File: src/hdl/ptps_pkg.sv
// shared types, constants and helpers for the point-to-primitive surface block
// no dependencies; used by the interfaces and by every module

package ptps_pkg;

  localparam int DATA_W           = 32;
  localparam int SIZE_W           = 31;
  localparam int DIV_W            = 64;
  localparam int CFG_IDX_W        = 2;
  localparam int NEWTON_STEPS_DEF = 64;
  localparam int CYL_NEWTON_STEPS = 64;

  localparam logic [SIZE_W-1:0] SIZE_RESET = SIZE_W'(65536);
  localparam logic [DIV_W-1:0]  ONE_Q30    = DIV_W'(1) << 30;
  localparam logic [DIV_W-1:0]  ONE_Q60    = DIV_W'(1) << 60;

  typedef enum logic [1:0] {
    KIND_BOX    = 2'd0,
    KIND_SPHERE = 2'd1,
    KIND_CYL    = 2'd2,
    KIND_NONE   = 2'd3
  } kind_t;

  typedef enum logic [CFG_IDX_W-1:0] {
    REG_SHAPE  = 2'd0,
    REG_SIZE_A = 2'd1,
    REG_SIZE_B = 2'd2,
    REG_SIZE_C = 2'd3
  } reg_idx_t;

  typedef enum logic [3:0] {
    ST_IDLE,
    ST_SQ_X,
    ST_SQ_Y,
    ST_SQ_Z,
    ST_SQ_ACC,
    ST_NT_START,
    ST_NT_WAIT,
    ST_SC_MUL,
    ST_SC_START,
    ST_SC_WAIT,
    ST_RT_CHK,
    ST_RT_WAIT,
    ST_RT_MUL,
    ST_RT_ACC,
    ST_FIN
  } state_t;

  typedef struct packed {
    logic             start;
    logic [DIV_W-1:0] num;
    logic [DIV_W-1:0] den;
  } div_req_t;

  typedef struct packed {
    logic             busy;
    logic             done;
    logic [DIV_W-1:0] quo;
  } div_rsp_t;

  function automatic logic signed [DATA_W-1:0] sat32(input logic signed [63:0] v);
    logic signed [63:0] hi;
    logic signed [63:0] lo;
    hi = 64'sh0000_0000_7FFF_FFFF;
    lo = -64'sh0000_0000_8000_0000;
    if (v > hi) return hi[DATA_W-1:0];
    else if (v < lo) return lo[DATA_W-1:0];
    else return v[DATA_W-1:0];
  endfunction

endpackage

File: src/hdl/ptps_mul.sv
// shared 32x32 unsigned multiplier with registered product
// depends on ptps_pkg

module ptps_mul (
  input  logic                            clk,
  input  logic [ptps_pkg::DATA_W-1:0]     a,
  input  logic [ptps_pkg::DATA_W-1:0]     b,
  output logic [2*ptps_pkg::DATA_W-1:0]   prod
);

  always_ff @(posedge clk) begin
    prod <= a * b;
  end

endmodule

File: config.mk
export PLATFORM = sky130hd
export DESIGN_NAME = ptps_mul
export DESIGN_NICKNAME = d
export VERILOG_FILES = /design/src/hdl/ptps_pkg.sv /design/src/hdl/ptps_mul.sv
export SDC_FILE = /design/constraint.sdc
export NUM_CORES = 2
export LEC_CHECK = 0
export BUFFER_PORTS_ARGS = -buffer_cell sky130_fd_sc_hd__buf_2
export CORE_MARGIN = 2
export CORE_UTILIZATION = 65
export DETAILED_ROUTE_END_ITERATION = 8
export PLACE_DENSITY = 0.83
export SETUP_SLACK_MARGIN = 0.3
export SLEW_MARGIN = 25
export SYNTH_ARGS = -nofsm -noshare
export SYNTH_HDL_FRONTEND = slang
export SYNTH_SLANG_ARGS = --single-unit
File: constraint.sdc
create_clock -name clk -period 16.1 [get_ports clk]
set_clock_uncertainty 0.2 [all_clocks]
set_input_delay 3.22 -clock clk [delete_from_list [all_inputs] [get_ports clk]]
set_output_delay 3.22 -clock clk [all_outputs]
set_load 0.05 [all_outputs]
Word level (Yosys, flattened, before mapping)
Cells that the tools add are included.
W data, S select, Z words.
{"block": "op_classes", "mul": 1}
{"op": "$mul A32 B32 Y64", "count": 1}
{"block": "totals", "regBits": 64, "input_bits": 65, "output_inout_bits": 64, "wordCells": 2}

Logic depth before layout (Yosys ltp)
{"block": "logic_depth", "word_depth": 1, "mapped_depth": 29, "ltp_nobuf": 27}

Worst setup path after synthesis
No wires, ideal clock.
{"block": "synth_path", "path_type": "input port to flip-flop", "startpoint": "input port a[25] (netlist bit)", "endpoint": "register prod[62] (netlist bit)", "setup_ps": 72, "arrival_ps": 9901, "required_time_ps": 15828, "slack_ps": 5927, "path_stages": 25, "n_path_buf": 2, "path_cell_list": "clkbuf_1 > nand2_1 > fa_1 > inv_1 > fa_1 > inv_1 > fa_1 > inv_1 > fa_1 > fa_1 > fa_1 > fa_1 > inv_1 > fa_1 > inv_1 > ha_1 > buf_2 > nand4_1 > or4_1 > or3_1 > a31oi_1 > a31o_2 > a211oi_1 > o21ai_1 > xor2_1"}
{"block": "synth_via", "elab_chain_cells": 1}
{"element": "start: declaration", "line": "ptps_mul.sv:6", "source": "input logic [ptps_pkg::DATA_W-1:0] a,"}
{"element": "$mul A32 B32 Y64", "line": "ptps_mul.sv:12", "source": "prod <= a * b;"}
{"element": "end signal: assignment", "line": "ptps_mul.sv:12"}
{"element": "end: declaration", "line": "ptps_mul.sv:8", "source": "output logic [2*ptps_pkg::DATA_W-1:0] prod"}
Every way passes these cells.

Worst setup path after layout
{"block": "layout_path", "startpoint": "input port a[17] (netlist bit)", "endpoint": "register prod[62] (netlist bit)"}
The elaborated chain is that of the path after synthesis.

==> results.json <==
{
  "status": "complete, no violations",
  "syn_area_per_cell_um2": 9.25,
  "drc": 0,
  "async_reset_ff_frac": 0,
  "start_util": 0.659,
  "boundaryPins": 129,
  "crit_path_top_delay_cell": "buf_2",
  "drv_cap": 0,
  "drt_wl_total_mm": 88.3,
  "clock-root-buffer": "clkbuf_16",
  "final_max_slew_viol_count": 0,
  "rsz0062_at_grt": "false",
  "fp.dieArea_mm2": 0.0552,
  "hpwl_mm": 69.6,
  "path_cells": "buf_2 -> nand2_1 -> fa_1 -> fa_1 -> inv_1 -> fa_1 -> fa_1 -> fa_1 -> fa_1 -> fa_1 -> inv_1 -> fa_1 -> inv_1 -> ha_1 -> nand4_1 -> or4_1 -> or3_1 -> a31oi_1 -> a31o_2 -> a211oi_1 -> o21ai_1 -> xor2_1",
  "largest_reg_flops": 64,
  "critPathMostFrequentCell": "fa_1",
  "crit_path_end_kind": "register",
  "grt_max_degree": 33,
  "die_x_um": 235,
  "fin_cells": 4366,
  "path_class": "input port to register",
  "via_count": 25300,
  "tightest_slew_ns": 0.884,
  "top_regs": "prod: 64 flops",
  "regMostFlops": "prod",
  "ys_ff_latch": 64,
  "postCtsHoldBufs": 0,
  "cts.path.max_buffers": 2,
  "rows": 84,
  "wl_per_cell_um": 20.2,
  "cts-buffers-inserted": 9,
  "arrival_ns": 11.12,
  "setup_viol": 0,
  "grt_antenna_before_repair": 1,
  "tns_ns": 0,
  "post_cts_buffers": 0,
  "grtUsageTotal": 0.336,
  "drt_first_pass_iters": 6,
  "yosys.cell_types.count": 57,
  "synthFlopType": "dfxtp_1",
  "path_max_fanout": 32,
  "grt_overflow": 0,
  "core_area_mm2": 0.0527,
  "place.gp.congestion": 0.943,
  "clock.fmax_mhz": 90.6,
  "drive_above_1_share": 0.0451,
  "crit_path_max_incr_delay_ns": 0.66,
  "synth_cells": 3748,
  "crit_required_ns": 16.18,
  "dp_cells": 4349,
  "ys_seq_area_frac": 0.0369,
  "cts_tree": "built",
  "final_hold_viol_count": 0,
  "syn_area_mm2": 0.0347,
  "avgViaCountPerCell": 5.78,
  "slew_headroom": 0.411,
  "period_needed_ns": 11.04,
  "drt_iter0_markers": 1876,
  "startpoint_type": "input port",
  "area_growth_syn_to_layout_pct": 2.98,
  "period_share": 0.686,
  "antenna_left": 0,
  "die_h_um": 235,
  "synth_nets": 4972,
  "post_cts_resized": 0,
  "yosysWarnings": 0,
  "clkTransAtPathRegs_ns": 0.06,
  "port-buffer-count": 128,
  "grt_pass1_vias": 28100,
  "nFillCells": 4024,
  "hold_class": "input port to register",
  "nets": 4896,
  "cts_sinks": 64,
  "grt_pass1_wl_mm": 145,
  "synth_edf_count": 0,
  "h-tree-depth": 3
}
cell type report:
type                    count  area (µm²)  area share
flip-flops and latches     64        1280      0.0359
clock buffers               9         225     0.00631
repair buffers            133         678      0.0190
diodes                      1        2.50   0.0000701
inverters                 865        3250      0.0909
clock inverters             7         100     0.00280
multi-input cells        2599       29300       0.821
well taps                 688         861      0.0241
cell usage in the layout, fill, tap and decap left out, types with 3 or more instances in the layout:
master | Yosys | routed
buf_4 | 0 | 5
o21a_1 | 9 | 9
a21o_1 | 40 | 40
o21bai_1 | 10 | 10
a21oi_2 | 3 | 3
and2_1 | 602 | 602
nor3_1 | 7 | 7
and4_1 | 3 | 3
xor2_1 | 25 | 25
inv_6 | 0 | 3
o21ai_1 | 5 | 5
xnor2_1 | 35 | 35
clkbuf_16 | 0 | 9
nand4_1 | 23 | 23
a21boi_1 | 3 | 3
buf_2 | 6 | 128
nand3_1 | 10 | 10
a211oi_1 | 3 | 3
o31ai_4 | 3 | 3
a31oi_1 | 12 | 12
or3_1 | 3 | 3
nor2_1 | 20 | 20
a221o_1 | 4 | 4
o21ai_0 | 21 | 21
fa_1 | 896 | 896
a221oi_4 | 3 | 3
or4_1 | 3 | 3
dfxtp_1 | 64 | 64
or2_2 | 3 | 3
ha_1 | 263 | 263
inv_1 | 865 | 865
nand2_1 | 480 | 480
a21oi_1 | 63 | 63
and3_1 | 14 | 14
o221ai_1 | 3 | 3
synthesized netlist by cell type, drive strengths merged, types with 7 or more instances:
master | n | area share
fa | 896 | 0.52
inv | 865 | 0.094
and2 | 602 | 0.11
nand2 | 480 | 0.052
ha | 263 | 0.095
clkbuf | 213 | 0.023
a21oi | 66 | 0.0099
dfxtp | 64 | 0.037
a21o | 40 | 0.0087
xnor2 | 35 | 0.0088
o21ai | 26 | 0.0038
xor2 | 25 | 0.0063
nand4 | 23 | 0.0041
nor2 | 20 | 0.0022
and3 | 14 | 0.0025
a31oi | 12 | 0.0022
o21bai | 11 | 0.0025
nand3 | 10 | 0.0014
o21a | 9 | 0.0019
buf | 7 | 0.00097
nor3 | 7 | 0.0010
critical path: cells and delay by family:
| family | cells | cell delay (ns) |
|---|---|---|
| AOI/OAI and AO/OA | 4 | 1.12 |
| adders and majority gates | 9 | 4.51 |
| buffers and inverters | 4 | 0.81 |
| xor gates and xnor gates | 1 | 0.15 |
| and+or+nand+nor | 4 | 1.27 |
stage by stage:
stage / setup slack [ns] / utilization / hold WS, ns / instance area (µm²)
floorplan: 5.93 / - / 3.15 / 34700
global placement: 5.01 / 0.672 / 3.49 / 35400
detailed placement: 4.85 / 0.672 / 3.49 / 35400
CTS: 5.20 / 0.678 / 3.30 / 35700
global route: 4.78 / 0.678 / 3.33 / 35700
finish: 5.06 / 0.678 / 3.32 / 35700
cells by family after synthesis:
| family | after synthesis | share of synthesized area |
|---|---|---|
| fa+ha+maj | 1159 | 0.612 |
| xor+xnor | 60 | 0.0152 |
| flops | 64 | 0.0369 |
| buf+inv | 1085 | 0.118 |
| simple gates | 1177 | 0.176 |
| mux | 1 | 0.000289 |
| compound gates | 202 | 0.0415 |
metal layers:
| metal | vias to the layer above | GRT usage | share of wire |
|---|---|---|---|
| met4 | 0 | 0.175 | 0.064 |
| met1 | 13000 | 0.411 | 0.36 |
| met3 | 341 | 0.0553 | 0.077 |
| met2 | 1207 | 0.573 | 0.50 |
| li1 | 10700 | - | - |
| met5 | - | 0 | 0 |
worst paths after layout:
check	startpoint	to	slack, ns	cells after the start
max	a[17]	prod[62]	5.06	22
min	a[0]	prod[0]	3.32	2
Power is left out: the tool's default activity adds up to more than one toggle a clock period on the data nets, which glitch-free logic cannot reach.
