[src/hdl/ptps_pkg.sv]
// shared types, constants and helpers for the point-to-primitive surface block
// no dependencies; used by the interfaces and by every module

package ptps_pkg;

  localparam int DATA_W           = 32;
  localparam int SIZE_W           = 31;
  localparam int DIV_W            = 64;
  localparam int CFG_IDX_W        = 2;
  localparam int NEWTON_STEPS_DEF = 64;
  localparam int CYL_NEWTON_STEPS = 64;

  localparam logic [SIZE_W-1:0] SIZE_RESET = SIZE_W'(65536);
  localparam logic [DIV_W-1:0]  ONE_Q30    = DIV_W'(1) << 30;
  localparam logic [DIV_W-1:0]  ONE_Q60    = DIV_W'(1) << 60;

  typedef enum logic [1:0] {
    KIND_BOX    = 2'd0,
    KIND_SPHERE = 2'd1,
    KIND_CYL    = 2'd2,
    KIND_NONE   = 2'd3
  } kind_t;

  typedef enum logic [CFG_IDX_W-1:0] {
    REG_SHAPE  = 2'd0,
    REG_SIZE_A = 2'd1,
    REG_SIZE_B = 2'd2,
    REG_SIZE_C = 2'd3
  } reg_idx_t;

  typedef enum logic [3:0] {
    ST_IDLE,
    ST_SQ_X,
    ST_SQ_Y,
    ST_SQ_Z,
    ST_SQ_ACC,
    ST_NT_START,
    ST_NT_WAIT,
    ST_SC_MUL,
    ST_SC_START,
    ST_SC_WAIT,
    ST_RT_CHK,
    ST_RT_WAIT,
    ST_RT_MUL,
    ST_RT_ACC,
    ST_FIN
  } state_t;

  typedef struct packed {
    logic             start;
    logic [DIV_W-1:0] num;
    logic [DIV_W-1:0] den;
  } div_req_t;

  typedef struct packed {
    logic             busy;
    logic             done;
    logic [DIV_W-1:0] quo;
  } div_rsp_t;

  function automatic logic signed [DATA_W-1:0] sat32(input logic signed [63:0] v);
    logic signed [63:0] hi;
    logic signed [63:0] lo;
    hi = 64'sh0000_0000_7FFF_FFFF;
    lo = -64'sh0000_0000_8000_0000;
    if (v > hi) return hi[DATA_W-1:0];
    else if (v < lo) return lo[DATA_W-1:0];
    else return v[DATA_W-1:0];
  endfunction

endpackage

[src/hdl/ptps_div.sv]
// shared unsigned restoring divider, one quotient bit per cycle
// depends on ptps_pkg (request and response structs)

module ptps_div (
  input  logic                clk,
  input  logic                rst,
  input  ptps_pkg::div_req_t  req,
  output ptps_pkg::div_rsp_t  rsp
);

  localparam int W  = ptps_pkg::DIV_W;
  localparam int CW = $clog2(W + 1);

  logic [W-1:0]  rem;
  logic [W-1:0]  quo;
  logic [W-1:0]  den;
  logic [CW-1:0] cnt;
  logic          done;
  logic [W:0]    rem_sh;
  logic          ge;
  logic [W:0]    diff;

  assign rem_sh = {rem, quo[W-1]};
  assign ge     = rem_sh >= {1'b0, den};
  assign diff   = rem_sh - {1'b0, den};

  always_ff @(posedge clk) begin
    if (rst) begin
      cnt  <= '0;
      done <= 1'b0;
    end else begin
      done <= 1'b0;
      if (req.start) begin
        cnt <= CW'(W);
      end else if (cnt != '0) begin
        cnt <= cnt - CW'(1);
        if (cnt == CW'(1)) done <= 1'b1;
      end
    end
  end

  always_ff @(posedge clk) begin
    if (req.start) begin
      rem <= '0;
      quo <= req.num;
      den <= req.den;
    end else if (cnt != '0) begin
      rem <= ge ? diff[W-1:0] : rem_sh[W-1:0];
      quo <= {quo[W-2:0], ge};
    end
  end

  assign rsp.busy = cnt != '0;
  assign rsp.done = done;
  assign rsp.quo  = quo;

endmodule

[config.mk]
export PLATFORM = sky130hd
export DESIGN_NAME = ptps_div
export DESIGN_NICKNAME = d
export VERILOG_FILES = /design/src/hdl/ptps_pkg.sv /design/src/hdl/ptps_div.sv
export SDC_FILE = /design/constraint.sdc
export NUM_CORES = 1
export LEC_CHECK = 0
export BUFFER_PORTS_ARGS = -buffer_cell sky130_fd_sc_hd__buf_4
export CAP_MARGIN = 20
export CORE_ASPECT_RATIO = 2
export CORE_MARGIN = 4
export CORE_UTILIZATION = 30
export CTS_CLUSTER_DIAMETER = 120
export DETAILED_ROUTE_END_ITERATION = 12
export GPL_ROUTABILITY_DRIVEN = 0
export GPL_TIMING_DRIVEN = 0
export PLACE_DENSITY = 0.48
export SKIP_LAST_GASP = 1
export SYNTH_ARGS = -nofsm -noshare
export SYNTH_HDL_FRONTEND = slang
export SYNTH_SLANG_ARGS = --single-unit
[constraint.sdc]
create_clock -name clk -period 3.6 [get_ports clk]
set_input_delay 0.72 -clock clk [delete_from_list [all_inputs] [get_ports clk]]
set_output_delay 0.72 -clock clk [all_outputs]
set_load 0.005 [all_outputs]
# [Word level (Yosys, flattened, before mapping)]
# Index checks and enable logic that the tools add are counted.
[word_totals] word_cells=21 out_inout_bits=66 regBits=200
[classes] n_lt_le_gt_ge=1 n_bitwise=1 n_reduce_logical=4 eq_ne=1 muxes=6 addsub=2
[ops] operator="$mux 64" count=3
[ops] operator="$ge 65x64->1" count=1
[ops] operator="$sub 64x64->64" count=1
[ops] operator="$mux 7" count=2
[ops] operator="$eq 7x1->1 const B" count=1
[ops] operator="$reduce_bool 7->1" count=1
[ops] operator="$sub 7x1->7 const B" count=1
[ops] operator="$reduce_or 3->1" count=1
[ops] operator="$reduce_bool 2->1" count=1
[ops] operator="$reduce_or 2->1" count=1
[ops] operator="$mux 1" count=1
[ops] operator="$not 1->1" count=1

# [Depth between registers and ports, before layout]
[depth] ltp_word=3 ltp_mapped=16 depth_no_buf=14

# [Worst setup path before layout]
# Ideal clock, no wire load.
[synth_timing] path_type="register to register" start="register cnt[0]" end="register quo[0] (enable)" path_slack_ps=458 t_arrival_ps=2454 setup_ps=688 stages_incl_launch_ff=7 required_ps=2912 path_cell_list="dfxtp_1 > inv_1 > ha_1 > and3_1 > clkbuf_1 > clkbuf_1 > nand2_1"
[synth_between] elab_chain_len=2
[synth_lines] element="start: declaration" line="ptps_div.sv:17" rtl="logic [CW-1:0] cnt;"
[synth_lines] element="start signal: assignment" line="ptps_div.sv:34" rtl="cnt <= CW'(W);"
[synth_lines] element="start signal: assignment" line="ptps_div.sv:36" rtl="cnt <= cnt - CW'(1);"
[synth_lines] element="$reduce_bool 7->1" line="ptps_div.sv:47" rtl="end else if (cnt != '0) begin"
[synth_lines] element="$reduce_bool 2->1 (no line)"
[synth_lines] element="end signal: assignment" line="ptps_div.sv:45" rtl="quo <= req.num;"
[synth_lines] element="end signal: assignment" line="ptps_div.sv:49" rtl="quo <= {quo[W-2:0], ge};"
[synth_lines] element="end: declaration" line="ptps_div.sv:15" rtl="logic [W-1:0] quo;"
# No other way between the ends.
# A chain may end at the register's enable or synchronous reset.

# [Worst setup path after layout]
[layout_timing] start="register den[28]" end="register rem[47]"
[layout_between] elab_chain_len=2 word_cells_on_any_way=3 cone_classes="1 x add/sub; 1 x order compare; 1 x mux"
[layout_lines] element="start: declaration" line="ptps_div.sv:16" rtl="logic [W-1:0] den;"
[layout_lines] element="start signal: assignment" line="ptps_div.sv:46" rtl="den <= req.den;"
[layout_lines] element="$sub 64x64->64 / $ge 65x64->1 (equally long branches)" line="ptps_div.sv:25, ptps_div.sv:24"
[layout_lines] element="$mux 64 (*)" line="ptps_div.sv:48" rtl="rem <= ge ? diff[W-1:0] : rem_sh[W-1:0];"
[layout_lines] element="end signal: assignment" line="ptps_div.sv:48"
[layout_lines] element="end: declaration" line="ptps_div.sv:14" rtl="logic [W-1:0] rem;"
# Mark *: on every way between the ends. The rest lies on a longest branch, timed or not.

==> key figures <==
Clock network
  – Clk Latency, worst-skew pair: 0.47 ns
  – CTS tree: yes
  – Worst-path clk slew: 0.09 ns
  – CTS sink count: 200
  – CTS Hold Buffers Added: 0
  – H-tree depth: 4
  – CTS root buf: clkbuf_16
  – Longest Clk Path Bufs: 2
  – CTS Buf Count: 17

Global routing
  – First-pass GRT wire length: 60.55 mm
  – Vias in the first global route: 10900
  – Initial antenna violation count: 0
  – Largest net degree at the start of global routing: 70
  – Grt total ovfl: 0
  – GRT Util Overall: 0.1806

STA
  – Unrepaired setup endpoints after global routing: true
  – Slew @ Worst Pin: 0.9520 ns
  – F_max: 0.2860 GHz
  – Final Setup Violations: 0
  – Clock Skew: 0.01475 ns
  – Worst hold margin: 0.4175 ns
  – Setup TNS: 0 ns
  – Final min period: 3.496 ns
  – Pins Over Slew Limit: 0
  – Slew headroom: 0.3653
  – Final period util: 0.9712
  – Final hold vios: 0

Floorplanning
  – Die H: 290.2 um
  – Die area: 43270 um^2
  – Core area: 39440 um^2
  – Die W: 149.1 um
  – Row count: 103
  – Initial Util: 0.3029
  – I/O pin count: 197

Logic synthesis
  – Count of cell types in the netlist: 68
  – Synth cell count leaders: edfxtp_1 (128), nor2_1 (125), a21oi_1 (89), inv_1 (80), nand2_1 (73)
  – Synth async-reset ratio: 0
  – Yosys warning count: 0
  – Cells after synthesis: 1222
  – Main flop type after synthesis: edfxtp_1
  – Syn_area_per_cell: 9.776 um^2
  – Syn nets: 1420
  – Top cells by area, synth: edfxtp_1 (32%), dfxtp_1 (12%), ha_1 (6.9%), mux2_2 (5.9%), nor2_1 (3.9%)
  – Synth Register Bits: 200
  – Share of the synthesized area in the top cell type: 0.3217
  – Sequential-to-total area share from yosys stat: 0.4424
  – Post-synth EDFFs: 128
  – Synthesized area: 11950 um^2
  – Leading area contributor after synthesis: edfxtp_1
  – Count leader, synth: edfxtp_1

Critical path
  – Critical-path top delay cell: edfxtp_1
  – WS Path Type: reg -> reg
  – Critical path destination: rem[47]
  – Critical path depth: 14
  – Top delay family on crit path: compound AO/OA/AOI/OAI gates
  – WP buf/inv: 2
  – CP Launch Point: den[28]
  – FF-to-FF Start: den[28]
  – Critical path cell sequence: inv_1, ha_1, clkbuf_1, a21oi_2, o21ai_0, a221oi_2, o21ai_1, a31oi_1, o21ai_4, a211oi_4, o21ai_1, xnor2_1, o211ai_1, o211a_1
  – Crit path top cell by count: o21ai_1
  – CP arrival: 3.86 ns
  – Worst Reg-to-Reg Cells: 14
  – Worst-path maximum fanout: 7
  – Reg-to-Reg End: rem[47]
  – R2R Setup Slk: 0.10 ns
  – CP Capture Type: flop
  – Worst Path Required: 3.96 ns
  – CP peak stage delay: 0.37 ns
  – Crit path launch type: flop

Power and ir drop
  – Sw Ratio: 0.4373
  – Leak: 6.448 nW
  – Clk pwr share: 0.157
  – Sequential Power Share: 0.279
  – Worst VDD drop: 580.0 uV
  – Cell Int Power: 7.319 mW
  – Power Dens Cells: 853.7 nW/um^2
  – Sw Pwr: 5.689 mW
  – Comb pwr share: 0.564

Placed design
  – DP Wirelength: 30.20 mm
  – IO Port Bufs: 196
  – Post-DP Area: 14110 um^2

Route
  – Vias per cell: 5.084
  – Avg WL per Cell: 19.61 um
  – Detailed Routing Iterations Pass 1: 5
  – Total wire length: 39.04 mm
  – Residual DRC: 0
  – Final ANT Viol Nets: 0
  – Via count: 10120
  – 1st-iter DRT viols: 507

Worst hold path
  – Hold crit path type: in -> reg

Cells and area
  – # diodes: 0
  – Finished Core Util: 0.3864
  – Nets: 1651
  – Layout cells sized above 1: 0.2769
  – Area Overhead vs Synth: 27.54%
  – Fillcell total: 4050
  – Final instance area: 15240 um^2

Run status
  – Status: finished clean

Run
  – Max-Cap Viols: 0
logic make-up after synthesis:
logic type               synth area share
AO/OA/AOI/OAI                      0.1868
flip-flops                         0.4424
XOR/XNOR                          0.04619
adder cells (fa/ha/maj)           0.07080
multiplexers                      0.06190
AND/OR/NAND/NOR                    0.1345
buffers and inverters             0.05739
state kept, by name, indices dropped and copies added, names as in the netlist:
signal	count
cnt	7
done	1
quo	64
rem	64
den	64
placed cells by master, fill, tap and decap left out, types with 5 or more instances in the layout:
cell type / netlist / final
buf_4: 10 / 214
nand4_1: 18 / 18
o21a_1: 6 / 6
o21bai_1: 18 / 18
nor2b_1: 12 / 11
a31oi_1: 13 / 12
dfxtp_1: 72 / 72
or3_1: 6 / 6
o211a_1: 16 / 16
mux2_2: 63 / 63
o31ai_1: 7 / 5
nand2_1: 73 / 72
a211oi_1: 45 / 30
nand2b_1: 9 / 9
edfxtp_1: 128 / 128
buf_12: 0 / 5
a21o_1: 27 / 27
clkbuf_16: 0 / 21
nor3_1: 54 / 52
xnor2_1: 30 / 29
o211ai_1: 11 / 11
o21ai_1: 7 / 9
a211oi_2: 3 / 17
buf_2: 17 / 16
ha_1: 66 / 64
xor2_1: 33 / 33
inv_1: 80 / 79
and3_1: 8 / 8
a21boi_0: 7 / 6
nor4_1: 6 / 5
o21ai_0: 48 / 42
clkbuf_1: 31 / 30
a21oi_1: 89 / 87
nor2_1: 125 / 124
nand3_1: 17 / 17
metrics by stage:
step | worst slack [ns] | std cells | power (mW)
finish | 0.1038 | 1991 | 13.01
CTS | 0.002508 | 1980 | 12.52
floorplan | 0.4579 | 1222 | 8.007
global placement | -1.288 | 1943 | 10.29
global route | -0.03061 | 1991 | 13.97
detailed placement | -0.5108 | 1944 | 10.32
power groups by stage:
stage | Combinational, mW | Clock, mW | Sequential [mW]
final | 7.33 | 2.04 | 3.63
after CTS | 6.77 | 2.12 | 3.63
after global placement | 6.61 | 0 | 3.68
after floorplan | 4.43 | 0 | 3.57
after detailed placement | 6.66 | 0 | 3.67
after global routing | 8.06 | 2.20 | 3.71
worst reg2reg max path, stage by stage (launching register included):
cell and delay, ns:
edfxtp_1 0.37, inv_1 0.16, ha_1 0.26, clkbuf_1 0.20, a21oi_2 0.21, o21ai_0 0.17
a221oi_2 0.28, o21ai_1 0.17, a31oi_1 0.29, o21ai_4 0.16, a211oi_4 0.36, o21ai_1 0.16
xnor2_1 0.31, o211ai_1 0.12, o211a_1 0.18
what timing repair did:
action / in CTS / in global routing
setup endpoints to repair: 61 / 65
buffers inserted: 4 / 8
cloned: 0 / 3
endpoints found under the hold margin: 0 / 0
resized for setup: 17 / 64
pin swaps: 5 / 29
cell type report:
type                       count  area [um^2]  share of cell area
sequential                   200         5285              0.3469
tap                          525        656.9             0.04311
timing repair buffer         212         1647              0.1081
multi-input combinational    869         6262              0.4110
clock buffer                  19        475.5             0.03120
buffer                        71        455.4             0.02989
clock inverter                13        147.6            0.009690
inverter                      82        307.8             0.02020
layer usage:
layer  up-vias  share of wire  GRT usage
met2       277           0.56     0.3500
met4         0          0.047    0.08829
met5         -              0          0
met3        84          0.045    0.03667
met1      4858           0.35     0.1766
li1       4903              -          -
worst min-delay path by stage:
stage | slack (ns) | from | end | cells after the start
floorplan | 0.44 | cnt[6] | cnt[6] | 2
global route | 0.39 | req[0] | den[0] | 1
finish | 0.42 | req[1] | den[1] | 1
detailed placement | 0.47 | rem[27] | rem[27] | 2
CTS | 0.39 | req[1] | den[1] | 1
global placement | 0.47 | rem[27] | rem[27] | 2
Power figures use the tool's default switching activity.
